`config.mk`:
```
export PLATFORM = sky130hd
export DESIGN_NAME = quantized_row_average_pool_flat
export DESIGN_NICKNAME = d
export VERILOG_FILES = /design/src/hdl/qrap_pkg.sv /design/src/hdl/qrap_if.sv /design/src/hdl/qrap_lane.sv /design/src/hdl/qrap_merge.sv /design/src/hdl/qrap_requant.sv /design/src/hdl/quantized_row_average_pool.sv /design/src/flat_wrapper.sv
export SDC_FILE = /design/constraint.sdc
export NUM_CORES = 2
export LEC_CHECK = 0
export BUFFER_PORTS_ARGS = -buffer_cell sky130_fd_sc_hd__buf_2
export CAP_MARGIN = 20
export CORE_ASPECT_RATIO = 0.6
export CORE_UTILIZATION = 30
export DETAILED_ROUTE_END_ITERATION = 12
export PLACE_DENSITY = 0.45
export SLEW_MARGIN = 20
export SYNTH_ARGS = -nofsm -noshare
export SYNTH_HDL_FRONTEND = slang
export SYNTH_SLANG_ARGS = --single-unit
```
`constraint.sdc`:
```
create_clock -name clk -period 23 [get_ports clk]
set_input_delay 3.45 -clock clk [delete_from_list [all_inputs] [get_ports clk]]
set_output_delay 3.45 -clock clk [all_outputs]
set_load 0.02 [all_outputs]
```
`src/hdl/qrap_pkg.sv`:
```
`default_nettype none

package qrap_pkg;

  // Input columns carried by one item
  localparam int unsigned NUM_ROW_FIELDS = 7;
  localparam int unsigned PIXEL_W        = 8;

  // Configuration port
  localparam int unsigned CFG_IDX_W  = 3;
  localparam int unsigned CFG_DATA_W = 64;

  // Pipeline: lanes, merge, then six requantisation stages
  localparam int unsigned RQ_STAGES  = 6;
  localparam int unsigned NUM_STAGES = RQ_STAGES + 2;

  typedef logic [PIXEL_W-1:0]    pixel_t;
  typedef logic [CFG_IDX_W-1:0]  cfg_idx_t;
  typedef logic [CFG_DATA_W-1:0] cfg_data_t;
  typedef logic [RQ_STAGES-1:0]  rq_load_t;

  // Register indexes
  typedef enum logic [CFG_IDX_W-1:0] {
    REG_ROW_COUNT  = 3'd0,
    REG_BIAS       = 3'd1,
    REG_SCALE_MULT = 3'd2,
    REG_ROUNDING   = 3'd3,
    REG_SHIFT      = 3'd4,
    REG_ZERO_POINT = 3'd5,
    REG_CLAMP_LOW  = 3'd6,
    REG_CLAMP_HIGH = 3'd7
  } cfg_reg_e;

  // Requantisation settings shared with the datapath
  typedef struct packed {
    logic [31:0] scale_multiplier;
    logic [63:0] rounding_term;
    logic [5:0]  shift_amount;
    logic [15:0] zero_point;
    logic [7:0]  clamp_low;
    logic [7:0]  clamp_high;
  } rq_cfg_t;

  // Reset values
  localparam logic [2:0]  ROW_COUNT_RST  = 3'd7;
  localparam logic [31:0] SCALE_MULT_RST = 32'd1;
  localparam logic [7:0]  CLAMP_HIGH_RST = 8'd255;

endpackage

`default_nettype wire

```
`src/hdl/qrap_if.sv`:
```
`default_nettype none

// Input channel: one channel column of row values
interface qrap_in_if;
  import qrap_pkg::*;
  logic   valid;
  logic   ready;
  pixel_t row0_pixel;
  pixel_t row1_pixel;
  pixel_t row2_pixel;
  pixel_t row3_pixel;
  pixel_t row4_pixel;
  pixel_t row5_pixel;
  pixel_t row6_pixel;
  logic   last_channel;

  modport source (
    output valid, row0_pixel, row1_pixel, row2_pixel, row3_pixel,
           row4_pixel, row5_pixel, row6_pixel, last_channel,
    input  ready
  );
  modport sink (
    input  valid, row0_pixel, row1_pixel, row2_pixel, row3_pixel,
           row4_pixel, row5_pixel, row6_pixel, last_channel,
    output ready
  );
endinterface

// Output channel: one pooled byte per channel
interface qrap_out_if;
  import qrap_pkg::*;
  logic   valid;
  logic   ready;
  pixel_t pooled_value;
  logic   last_channel_out;

  modport source (output valid, pooled_value, last_channel_out, input ready);
  modport sink   (input valid, pooled_value, last_channel_out, output ready);
endinterface

// Configuration write channel
interface qrap_cfg_if;
  import qrap_pkg::*;
  logic      valid;
  logic      ready;
  cfg_idx_t  index;
  cfg_data_t data;

  modport source (output valid, index, data, input ready);
  modport sink   (input valid, index, data, output ready);
endinterface

`default_nettype wire

```
`src/hdl/qrap_lane.sv`:
```
`default_nettype none

// One row lane: gates the row value by the row count and registers it
module qrap_lane
  import qrap_pkg::*;
#(
  parameter int unsigned ROW = 0
) (
  input  wire logic       clk,
  input  wire logic       load,
  input  wire logic [2:0] row_count,
  input  wire pixel_t     pixel,
  output pixel_t          gated
);

  logic row_used;

  // row zero always counts; later rows only below the count
  assign row_used = (ROW == 0) || (3'(ROW) < row_count);

  always_ff @(posedge clk) begin
    if (load) begin
      gated <= row_used ? pixel : '0;
    end
  end

endmodule

`default_nettype wire

```
`src/hdl/qrap_merge.sv`:
```
`default_nettype none

// Merge stage: sums the lane outputs and adds the bias (wraps mod 2^32)
module qrap_merge
  import qrap_pkg::*;
#(
  parameter int unsigned NUM_LANES = 7
) (
  input  wire logic        clk,
  input  wire logic        load,
  input  wire logic [31:0] bias,
  input  wire pixel_t      lane_val [NUM_LANES],
  output logic [31:0]      acc
);

  localparam int unsigned SUM_W = PIXEL_W + $clog2(NUM_LANES + 1);

  logic [SUM_W-1:0] sum;

  always_comb begin
    sum = '0;
    for (int k = 0; k < NUM_LANES; k++) begin
      sum = sum + SUM_W'(lane_val[k]);
    end
  end

  always_ff @(posedge clk) begin
    if (load) begin
      acc <= bias + 32'(sum);
    end
  end

endmodule

`default_nettype wire

```
`src/hdl/qrap_requant.sv`:
```
`default_nettype none

// Requantisation pipeline: magnitude, multiply, round, shift,
// sign restore with int16 saturation, then zero point and clamps
module qrap_requant
  import qrap_pkg::*;
(
  input  wire logic        clk,
  input  wire rq_load_t    load,
  input  wire rq_cfg_t     cfg,
  input  wire logic [31:0] acc,
  output pixel_t           pooled
);

  logic               neg3, neg4, neg5, neg6;
  logic [31:0]        mag;
  logic [63:0]        prod;
  logic [63:0]        rnd;
  logic [31:0]        low;
  logic signed [15:0] v16;

  logic signed [31:0] restored;
  logic signed [15:0] v16_next;
  logic signed [16:0] zp_sum;
  logic [7:0]         byte_val;
  logic [7:0]         pooled_next;

  // Stage: sign and magnitude
  always_ff @(posedge clk) begin
    if (load[0]) begin
      neg3 <= acc[31];
      mag  <= acc[31] ? (32'd0 - acc) : acc;
    end
  end

  // Stage: 32x32 multiply
  always_ff @(posedge clk) begin
    if (load[1]) begin
      neg4 <= neg3;
      prod <= 64'(mag) * 64'(cfg.scale_multiplier);
    end
  end

  // Stage: rounding add, wraps mod 2^64
  always_ff @(posedge clk) begin
    if (load[2]) begin
      neg5 <= neg4;
      rnd  <= prod + cfg.rounding_term;
    end
  end

  // Stage: logical shift, keep low word
  always_ff @(posedge clk) begin
    if (load[3]) begin
      neg6 <= neg5;
      low  <= 32'(rnd >> cfg.shift_amount);
    end
  end

  // Stage: restore sign, saturate to int16
  always_comb begin
    restored = neg6 ? $signed(32'd0 - low) : $signed(low);
    if (restored > 32'sd32767) begin
      v16_next = 16'sh7FFF;
    end else if (restored < -32'sd32768) begin
      v16_next = 16'sh8000;
    end else begin
      v16_next = 16'(restored);
    end
  end

  always_ff @(posedge clk) begin
    if (load[4]) begin
      v16 <= v16_next;
    end
  end

  // Stage: zero point, byte range, upper then lower clamp
  always_comb begin
    zp_sum = 17'(v16) + 17'($signed(cfg.zero_point));
    if (zp_sum < 17'sd0) begin
      byte_val = 8'd0;
    end else if (zp_sum > 17'sd255) begin
      byte_val = 8'd255;
    end else begin
      byte_val = 8'(zp_sum);
    end
    pooled_next = byte_val;
    if (pooled_next > cfg.clamp_high) begin
      pooled_next = cfg.clamp_high;
    end
    if (pooled_next < cfg.clamp_low) begin
      pooled_next = cfg.clamp_low;
    end
  end

  always_ff @(posedge clk) begin
    if (load[5]) begin
      pooled <= pooled_next;
    end
  end

endmodule

`default_nettype wire

```
`src/hdl/quantized_row_average_pool.sv`:
```
// Quantized row average pool. Each input transfer carries one channel column of
// up to seven unsigned row bytes; rows at or beyond row_count read as zero (row 0
// always counts). The sum plus bias is requantised in sign-magnitude form with a
// 32x32 multiply, 64-bit rounding add and logical shift, then saturated, offset by
// the zero point and clamped to [clamp_low, clamp_high]. Throughput is one item
// per clock while the output is not back-pressured; the stages are one lane stage,
// one merge stage and six requantisation stages, with the 32x32 multiplier
// in a stage of its own. Each stage holds its item while the next is full, so
// bubbles close up under output back-pressure. Configuration writes are taken
// every cycle and must only be made while the pipeline is empty.
`default_nettype none

module quantized_row_average_pool
  import qrap_pkg::*;
#(
  parameter int unsigned MAX_ROWS = 7
) (
  input  wire logic clk,
  input  wire logic rst,
  qrap_in_if.sink   in_ch,
  qrap_out_if.source out_ch,
  qrap_cfg_if.sink  cfg
);

  // Configuration registers
  logic [2:0]  row_count;
  logic [31:0] bias;
  rq_cfg_t     rq_cfg;

  assign cfg.ready = 1'b1;

  always_ff @(posedge clk) begin
    if (rst) begin
      row_count                <= ROW_COUNT_RST;
      bias                     <= '0;
      rq_cfg.scale_multiplier  <= SCALE_MULT_RST;
      rq_cfg.rounding_term     <= '0;
      rq_cfg.shift_amount      <= '0;
      rq_cfg.zero_point        <= '0;
      rq_cfg.clamp_low         <= '0;
      rq_cfg.clamp_high        <= CLAMP_HIGH_RST;
    end else if (cfg.valid) begin
      case (cfg_reg_e'(cfg.index))
        REG_ROW_COUNT:  row_count               <= cfg.data[2:0];
        REG_BIAS:       bias                    <= cfg.data[31:0];
        REG_SCALE_MULT: rq_cfg.scale_multiplier <= cfg.data[31:0];
        REG_ROUNDING:   rq_cfg.rounding_term    <= cfg.data;
        REG_SHIFT:      rq_cfg.shift_amount     <= cfg.data[5:0];
        REG_ZERO_POINT: rq_cfg.zero_point       <= cfg.data[15:0];
        REG_CLAMP_LOW:  rq_cfg.clamp_low        <= cfg.data[7:0];
        REG_CLAMP_HIGH: rq_cfg.clamp_high       <= cfg.data[7:0];
        default: ;
      endcase
    end
  end

  // Stage occupancy and load enables; a stage loads when empty or draining
  logic [NUM_STAGES-1:0] vld;
  logic [NUM_STAGES-1:0] load;
  logic [NUM_STAGES-1:0] last_pipe;

  always_comb begin
    load[NUM_STAGES-1] = !vld[NUM_STAGES-1] || out_ch.ready;
    for (int s = NUM_STAGES - 2; s >= 0; s--) begin
      load[s] = !vld[s] || load[s+1];
    end
  end

  assign in_ch.ready = load[0];

  always_ff @(posedge clk) begin
    if (rst) begin
      vld <= '0;
    end else begin
      if (load[0]) begin
        vld[0] <= in_ch.valid;
      end
      for (int s = 1; s < NUM_STAGES; s++) begin
        if (load[s]) begin
          vld[s] <= vld[s-1];
        end
      end
    end
  end

  // last flag rides alongside the data
  always_ff @(posedge clk) begin
    if (load[0]) begin
      last_pipe[0] <= in_ch.last_channel;
    end
    for (int s = 1; s < NUM_STAGES; s++) begin
      if (load[s]) begin
        last_pipe[s] <= last_pipe[s-1];
      end
    end
  end

  // Row lanes
  pixel_t rows [NUM_ROW_FIELDS];
  pixel_t lane_val [MAX_ROWS];

  assign rows[0] = in_ch.row0_pixel;
  assign rows[1] = in_ch.row1_pixel;
  assign rows[2] = in_ch.row2_pixel;
  assign rows[3] = in_ch.row3_pixel;
  assign rows[4] = in_ch.row4_pixel;
  assign rows[5] = in_ch.row5_pixel;
  assign rows[6] = in_ch.row6_pixel;

  for (genvar k = 0; k < MAX_ROWS; k++) begin : g_lane
    qrap_lane #(
      .ROW (k)
    ) u_lane (
      .clk       (clk),
      .load      (load[0]),
      .row_count (row_count),
      .pixel     (rows[k]),
      .gated     (lane_val[k])
    );
  end

  // Merge
  logic [31:0] acc;

  qrap_merge #(
    .NUM_LANES (MAX_ROWS)
  ) u_merge (
    .clk      (clk),
    .load     (load[1]),
    .bias     (bias),
    .lane_val (lane_val),
    .acc      (acc)
  );

  // Requantisation
  pixel_t pooled;

  qrap_requant u_requant (
    .clk    (clk),
    .load   (load[NUM_STAGES-1:2]),
    .cfg    (rq_cfg),
    .acc    (acc),
    .pooled (pooled)
  );

  assign out_ch.valid            = vld[NUM_STAGES-1];
  assign out_ch.pooled_value     = pooled;
  assign out_ch.last_channel_out = last_pipe[NUM_STAGES-1];

endmodule

`default_nettype wire
```
`src/flat_wrapper.sv`:
```
// flat-port wrapper written by rule: the top's interface ports become plain ports
module quantized_row_average_pool_flat import qrap_pkg::*;
#(
  parameter int unsigned MAX_ROWS = 7
)
  (clk, rst, in_ch_valid, in_ch_row0_pixel, in_ch_row1_pixel, in_ch_row2_pixel, in_ch_row3_pixel, in_ch_row4_pixel, in_ch_row5_pixel, in_ch_row6_pixel, in_ch_last_channel, in_ch_ready, out_ch_valid, out_ch_pooled_value, out_ch_last_channel_out, out_ch_ready, cfg_valid, cfg_index, cfg_data, cfg_ready);
  qrap_in_if in_ch_i ();
  qrap_out_if out_ch_i ();
  qrap_cfg_if cfg_i ();
  input  wire logic clk;
  input  wire logic rst;
  input wire logic [$bits(in_ch_i.valid)-1:0] in_ch_valid;
  input wire logic [$bits(in_ch_i.row0_pixel)-1:0] in_ch_row0_pixel;
  input wire logic [$bits(in_ch_i.row1_pixel)-1:0] in_ch_row1_pixel;
  input wire logic [$bits(in_ch_i.row2_pixel)-1:0] in_ch_row2_pixel;
  input wire logic [$bits(in_ch_i.row3_pixel)-1:0] in_ch_row3_pixel;
  input wire logic [$bits(in_ch_i.row4_pixel)-1:0] in_ch_row4_pixel;
  input wire logic [$bits(in_ch_i.row5_pixel)-1:0] in_ch_row5_pixel;
  input wire logic [$bits(in_ch_i.row6_pixel)-1:0] in_ch_row6_pixel;
  input wire logic [$bits(in_ch_i.last_channel)-1:0] in_ch_last_channel;
  output wire logic [$bits(in_ch_i.ready)-1:0] in_ch_ready;
  output wire logic [$bits(out_ch_i.valid)-1:0] out_ch_valid;
  output wire logic [$bits(out_ch_i.pooled_value)-1:0] out_ch_pooled_value;
  output wire logic [$bits(out_ch_i.last_channel_out)-1:0] out_ch_last_channel_out;
  input wire logic [$bits(out_ch_i.ready)-1:0] out_ch_ready;
  input wire logic [$bits(cfg_i.valid)-1:0] cfg_valid;
  input wire logic [$bits(cfg_i.index)-1:0] cfg_index;
  input wire logic [$bits(cfg_i.data)-1:0] cfg_data;
  output wire logic [$bits(cfg_i.ready)-1:0] cfg_ready;
  assign in_ch_i.valid = in_ch_valid;
  assign in_ch_i.row0_pixel = in_ch_row0_pixel;
  assign in_ch_i.row1_pixel = in_ch_row1_pixel;
  assign in_ch_i.row2_pixel = in_ch_row2_pixel;
  assign in_ch_i.row3_pixel = in_ch_row3_pixel;
  assign in_ch_i.row4_pixel = in_ch_row4_pixel;
  assign in_ch_i.row5_pixel = in_ch_row5_pixel;
  assign in_ch_i.row6_pixel = in_ch_row6_pixel;
  assign in_ch_i.last_channel = in_ch_last_channel;
  assign in_ch_ready = in_ch_i.ready;
  assign out_ch_valid = out_ch_i.valid;
  assign out_ch_pooled_value = out_ch_i.pooled_value;
  assign out_ch_last_channel_out = out_ch_i.last_channel_out;
  assign out_ch_i.ready = out_ch_ready;
  assign cfg_i.valid = cfg_valid;
  assign cfg_i.index = cfg_index;
  assign cfg_i.data = cfg_data;
  assign cfg_ready = cfg_i.ready;
  quantized_row_average_pool #(.MAX_ROWS(MAX_ROWS)) u_core (.clk(clk), .rst(rst), .in_ch(in_ch_i), .out_ch(out_ch_i), .cfg(cfg_i));
endmodule
```
# Word level (Yosys, flattened, before mapping)
# Cells that the tools add are included.
[op_classes]
add_sub_neg = 11
mul = 1
order_cmp = 12
n_eq_ne = 7
shifts = 1
mux = 7
n_reduce_logical = 25
[op_table]
columns = ["cell", "count"]
rows = [
  ["$add 64x64->64", 1],
  ["$mul 32x32->64", 1],
  ["$shr 64x6->32", 1],
  ["$sub 1x32->32 const A", 2],
  ["$add 11x8->11", 3],
  ["$add 32x11->32", 1],
  ["$gt 32x16->1 const B", 1],
  ["$lt 32x16->1 const B", 1],
  ["$mux 32", 1],
  ["$mux 8", 4],
  ["$mux 31", 1],
  ["$add 16x16->17", 1],
  ["$gt 17x9->1 const B", 1],
  ["$lt 17x1->1 const B", 1],
  ["$mux 16", 1],
  ["$reduce_and 2->1", 8],
  ["$eq 3x3->1 const B", 4],
  ["$add 10x8->11", 1],
  ["$add 9x8->10", 1],
  ["$add 8x8->9", 1],
  ["$lt 3x3->1 const A", 3],
  ["$gt 8x8->1", 1],
  ["$logic_not 1->1", 8],
  ["$logic_or 1x1->1", 8],
  ["other kinds (6)", 8],
]
[totals]
ff_bits = 493
input_bits = 129
output_inout_bits = 12
wordCells = 107

# Longest topological paths before layout
[logic_depth]
word_depth = 9
ltp_mapped = 29
mapped_depth_nobuf = 28

# By module
# A second synthesis with hierarchy kept.
[hier_totals]
cells_unflattened = 6522
area_unflattened_um2 = 61532.8
[by_module_without_submodules]
columns = ["module", "instances", "cells_each", "area_each_um2", "seq_area_each_um2"]
rows = [
  ["qrap_requant", 1, 5285, 49306.0, 6606.3],
  ["quantized_row_average_pool", 1, 790, 6652.6, 3783.6],
  ["qrap_merge", 1, 337, 3485.8, 960.9],
  ["qrap_lane (u_core.g_lane[3].u_lane ...)", 2, 16, 290.3, 240.2],
  ["qrap_lane (u_core.g_lane[4].u_lane)", 1, 19, 337.8, 240.2],
  ["qrap_lane (u_core.g_lane[1].u_lane)", 1, 18, 312.8, 240.2],
  ["qrap_lane (u_core.g_lane[6].u_lane)", 1, 16, 310.3, 240.2],
  ["qrap_lane (u_core.g_lane[2].u_lane)", 1, 17, 306.5, 240.2],
  ["qrap_lane (u_core.g_lane[0].u_lane)", 1, 8, 240.2, 240.2],
]

# Worst setup path after synthesis
# No wires, ideal clock.
[synth_timing]
path_type = "input to output"
startpoint = "input out_ch_ready"
endpoint = "output in_ch_ready"
arrival_ps = 6264
setup_slack_ps = 13286
path_stages = 6
n_path_buf = 1
cell_sequence = "nor2b_1 and2_1 and3_1 clkbuf_1 nand4_1 or2_2"
[synth_via]
elab_chain_cells = 8
[synth_lines]
columns = ["item", "line_no", "rtl"]
rows = [
  ["from (decl)", "flat_wrapper.sv:25", "input wire logic [$bits(out_ch_i.ready)-1:0] out_ch_ready;"],
  ["$logic_or 1x1->1", "quantized_row_average_pool.sv:63", "load[NUM_STAGES-1] = !vld[NUM_STAGES-1] || out_ch.ready;"],
  ["$logic_or 1x1->1 (6 in a row)", "quantized_row_average_pool.sv:65", "load[s] = !vld[s] || load[s+1];"],
  ["net u_core.load[1]", "quantized_row_average_pool.sv:59", "logic [NUM_STAGES-1:0] load;"],
  ["$logic_or 1x1->1", "quantized_row_average_pool.sv:65", ""],
  ["to (decl)", "flat_wrapper.sv:21", "output wire logic [$bits(in_ch_i.ready)-1:0] in_ch_ready;"],
]
# The timed path passes the listed nets, and every way through them passes these cells.

# Final worst setup path
[layout_timing]
startpoint = "register u_core.rq_cfg[105] in the netlist's numbering"
endpoint = "register u_core.u_requant.prod[56], data pin"
[layout_via]
elab_chain_cells = 1
[layout_lines]
columns = ["item", "line_no", "rtl"]
rows = [
  ["from (decl)", "quantized_row_average_pool.sv:28", "rq_cfg_t rq_cfg;"],
  ["$mul 32x32->64", "qrap_requant.sv:40", "prod <= 64'(mag) * 64'(cfg.scale_multiplier);"],
  ["to (signal assigned)", "qrap_requant.sv:40", ""],
  ["to (decl)", "qrap_requant.sv:17", "logic [63:0] prod;"],
]
# No other way between the ends.
# A chain may end at the register's enable or synchronous reset.

==> flow_metrics.env <==
export IMPL_required_ps=23390
export IMPL_synthCells=6459
export IMPL_cp_buffers_inverters=6
export IMPL_htreeDepth=2
export IMPL_cts_root_buf="clkbuf_16"
export IMPL_drtIter0Drc=3985
export IMPL_met1_length_um=102800
export IMPL_synth_distinct_cells=89
export IMPL_cpLargestDelayFamily="adder cells"
export IMPL_post_route_period_util=0.4095
export IMPL_syn_area_per_cell_um2=9.417
export IMPL_seq_area_frac_synth=0.2143
export IMPL_grt_max_degree=108
export IMPL_place_congestion=0.8639
export IMPL_cp_max_fo=23
export IMPL_hp_class="reg2reg"
export IMPL_antenna_found_initial=17
export IMPL_slowest_stage="nor4_1"
export IMPL_wirelength_um=192900
export IMPL_ir_worst_vdd_v=0.00006870
export IMPL_relSlewSlack=0.2236
export IMPL_cts_sinks=493
export IMPL_core_mm2=0.2005
export IMPL_cts_made_buffers=55
export IMPL_clk_latency_ps=680
export IMPL_slowest_delay_ps=800
export IMPL_ys_warn_count=0
export IMPL_postCtsSetupBuffers=0
export IMPL_drc=0
export IMPL_cts_tree="yes"
export IMPL_die_y_um=350.8
export IMPL_ctsResizeCount=0
export IMPL_wire_per_inst_um=21.03
export IMPL_synth_ff_type="edfxtp_1"
export IMPL_tns_ps=0
export IMPL_cp_end_kind="register"
export IMPL_power_density_mw_per_mm2=56.48
export IMPL_drive_above_1_share=0.07061
export IMPL_via_per_inst=4.893
export IMPL_synth_seq_cells=493
export IMPL_ios=141
export IMPL_ctsHoldBuffers=0
export IMPL_area_growth_pct=9.016
export IMPL_synthArstFlopShare=0
export IMPL_setup_viol=0
export IMPL_layout_nets=7861
export IMPL_worst_slack_ps=13580
export IMPL_fin_crit_ps=9419
export IMPL_dp_hpwl_um=148200
export IMPL_initial_core_util=0.3033
export IMPL_grt_pass1_wl_um=294100
export IMPL_slew_violations=0
export IMPL_setup_worst_path_class="reg2reg"
export IMPL_topRoutingLayerUsed="met4"
export IMPL_wl_met3_um=14310
export IMPL_vias=44890
export IMPL_mostFrequentLayoutCells="1077 x nand2_1, 1026 x inv_1, 945 x fa_1"
export IMPL_grt_usage=0.1895
export IMPL_status="finished, final reports clean"
export IMPL_drv_cap=0
export IMPL_arrival_ps=9810
export IMPL_rows=127
export IMPL_path_common_cell="fa_1"
export IMPL_clk_path_buf_depth=3
export IMPL_hold_violations=0
export IMPL_io_buffers=139
export IMPL_synth_edff_count=316
export IMPL_fp_dieArea_mm2=0.2046
export IMPL_pre_cts_slack_ps=13700
export IMPL_overflow=0
export IMPL_syn_nets=7909
export IMPL_layout_commonest_cell="nand2_1"
export IMPL_startpoint_type="register"
export IMPL_drt_pass1_iter_count=5
export IMPL_fmax_ghz=0.1062
export IMPL_timing_hold_ws_ps=420.5
export IMPL_power_leakage_nw=30.24
export IMPL_ant_nets=0
export IMPL_netlist_area_mm2=0.06082
export IMPL_skew_ps=84.33
export IMPL_die_w_um=583.3
export IMPL_grt_setup_unrepaired="no"
export IMPL_grt_pass1_vias=45177
export IMPL_tightest_slew_ps=1152
export IMPL_clkTransAtPathRegs_ps=60
export IMPL_wl_met2_um=73880
[report_power, final]
group / leakage, nW / switching (mW) / internal (mW)
Clock: 0.928 / 0.407 / 0.547
Combinational: 24.3 / 0.948 / 0.569
Sequential: 5.02 / 0.119 / 1.15
Total: 30.2 / 1.47 / 2.27
[per-stage QoR]
stage | power (mW) | std cells | area [µm²] | utilization
2_1_floorplan | 2.270 | 6459 | 60820 | -
3_3_place_gp | 2.795 | 9063 | 64360 | 0.3209
3_5_place_dp | 2.791 | 9063 | 64360 | 0.3209
4_1_cts | 3.774 | 9167 | 66290 | 0.3306
5_1_grt | 4.001 | 9167 | 66290 | 0.3306
6_report | 3.745 | 9174 | 66310 | 0.3307
[path summary, 6_finish.rpt]
path	endpoint	slack, ps	cells after the start	start
max	u_core.u_requant.prod[56]	13580	26	u_core.rq_cfg[105]
min	u_core.last_pipe[6]	420	0	u_core.last_pipe[5]
max reg2reg	u_core.u_requant.prod[56]	13580	26	u_core.rq_cfg[105]
min reg2reg	u_core.last_pipe[6]	420	0	u_core.last_pipe[5]
[layer usage]
| layer | global-route usage | up-vias |
|---|---|---|
| met5 | 0 | - |
| met4 | 0.02159 | 0 |
| met3 | 0.03206 | 128 |
| met2 | 0.2537 | 1431 |
| met1 | 0.3156 | 22906 |
| li1 | - | 20425 |
[synth_stat cells, drive strengths merged (18+ instances only)]
| library cell | instances | share of area |
|---|---|---|
| nor2 | 204 | 0.013 |
| dfxtp | 177 | 0.058 |
| nand2b | 23 | 0.0024 |
| nor2b | 46 | 0.0047 |
| mux4 | 58 | 0.021 |
| edfxtp | 316 | 0.16 |
| o41ai | 18 | 0.0030 |
| a31oi | 32 | 0.0033 |
| a211oi | 27 | 0.0033 |
| inv | 1030 | 0.064 |
| xor2 | 67 | 0.0096 |
| a21o | 67 | 0.0083 |
| and3 | 36 | 0.0037 |
| a21oi | 363 | 0.030 |
| mux2 | 20 | 0.0037 |
| ha | 376 | 0.077 |
| nand4 | 38 | 0.0039 |
| nor3 | 32 | 0.0026 |
| and2 | 510 | 0.052 |
| buf | 22 | 0.0017 |
| o31ai | 23 | 0.0031 |
| nand3 | 45 | 0.0037 |
| o21a | 24 | 0.0030 |
| xnor2 | 139 | 0.020 |
| nand2 | 1079 | 0.067 |
| clkbuf | 311 | 0.019 |
| o21ai | 157 | 0.014 |
| o21bai | 32 | 0.0041 |
| mux2i | 68 | 0.011 |
| fa | 945 | 0.31 |
[flip-flops by register name, summed over array words and instances, names as in the netlist, 16 cells and up]
register	cells
u_core.u_requant.rnd	64
u_core.u_requant.v16	16
u_core.u_requant.prod	64
u_core.u_merge.acc	32
u_core.u_requant.low	32
u_core.bias	32
u_core.g_lane.u_lane.gated	56
u_core.u_requant.mag	32
u_core.rq_cfg	134
[layout make-up]
| class | count | area [µm²] |
|---|---|---|
| fill | 20843 | 134200 |
| multi-input combinational | 4603 | 42680 |
| sequential | 493 | 13050 |
| inverter | 1030 | 3866 |
| tap | 2709 | 3390 |
| clock buffer | 71 | 1508 |
| timing repair buffer | 228 | 1370 |
| clock inverter | 33 | 425.4 |
| antenna | 7 | 17.52 |
[worst register-to-register path, cell delays in order (launching register included)]
cell       delay, ps
dfxtp_1          560
buf_4            410
nand2_1          150
fa_1             520
inv_1             50
fa_1             480
inv_1             50
fa_1             460
fa_1             540
inv_1             50
fa_1             490
fa_1             500
fa_1             490
inv_1             50
fa_1             470
inv_1             40
ha_1             400
nand2_1          130
nor2_1           150
nand3_1          130
nor4_1           800
a311oi_1         400
o41ai_1          790
a2111oi_0        300
a211oi_1         410
a221oi_1         150
xnor2_1          150
[logic make-up after synthesis]
family / Yosys count / synth area share
xor+xnor: 206 / 0.02966
fa+ha+maj: 1321 / 0.3884
other cells: 1 / 0.00006165
simple gates: 2094 / 0.1627
buf+inv: 1363 / 0.08451
compound gates: 835 / 0.08410
mux: 146 / 0.03637
flops: 493 / 0.2143
(Power assumes the default switching activity.)
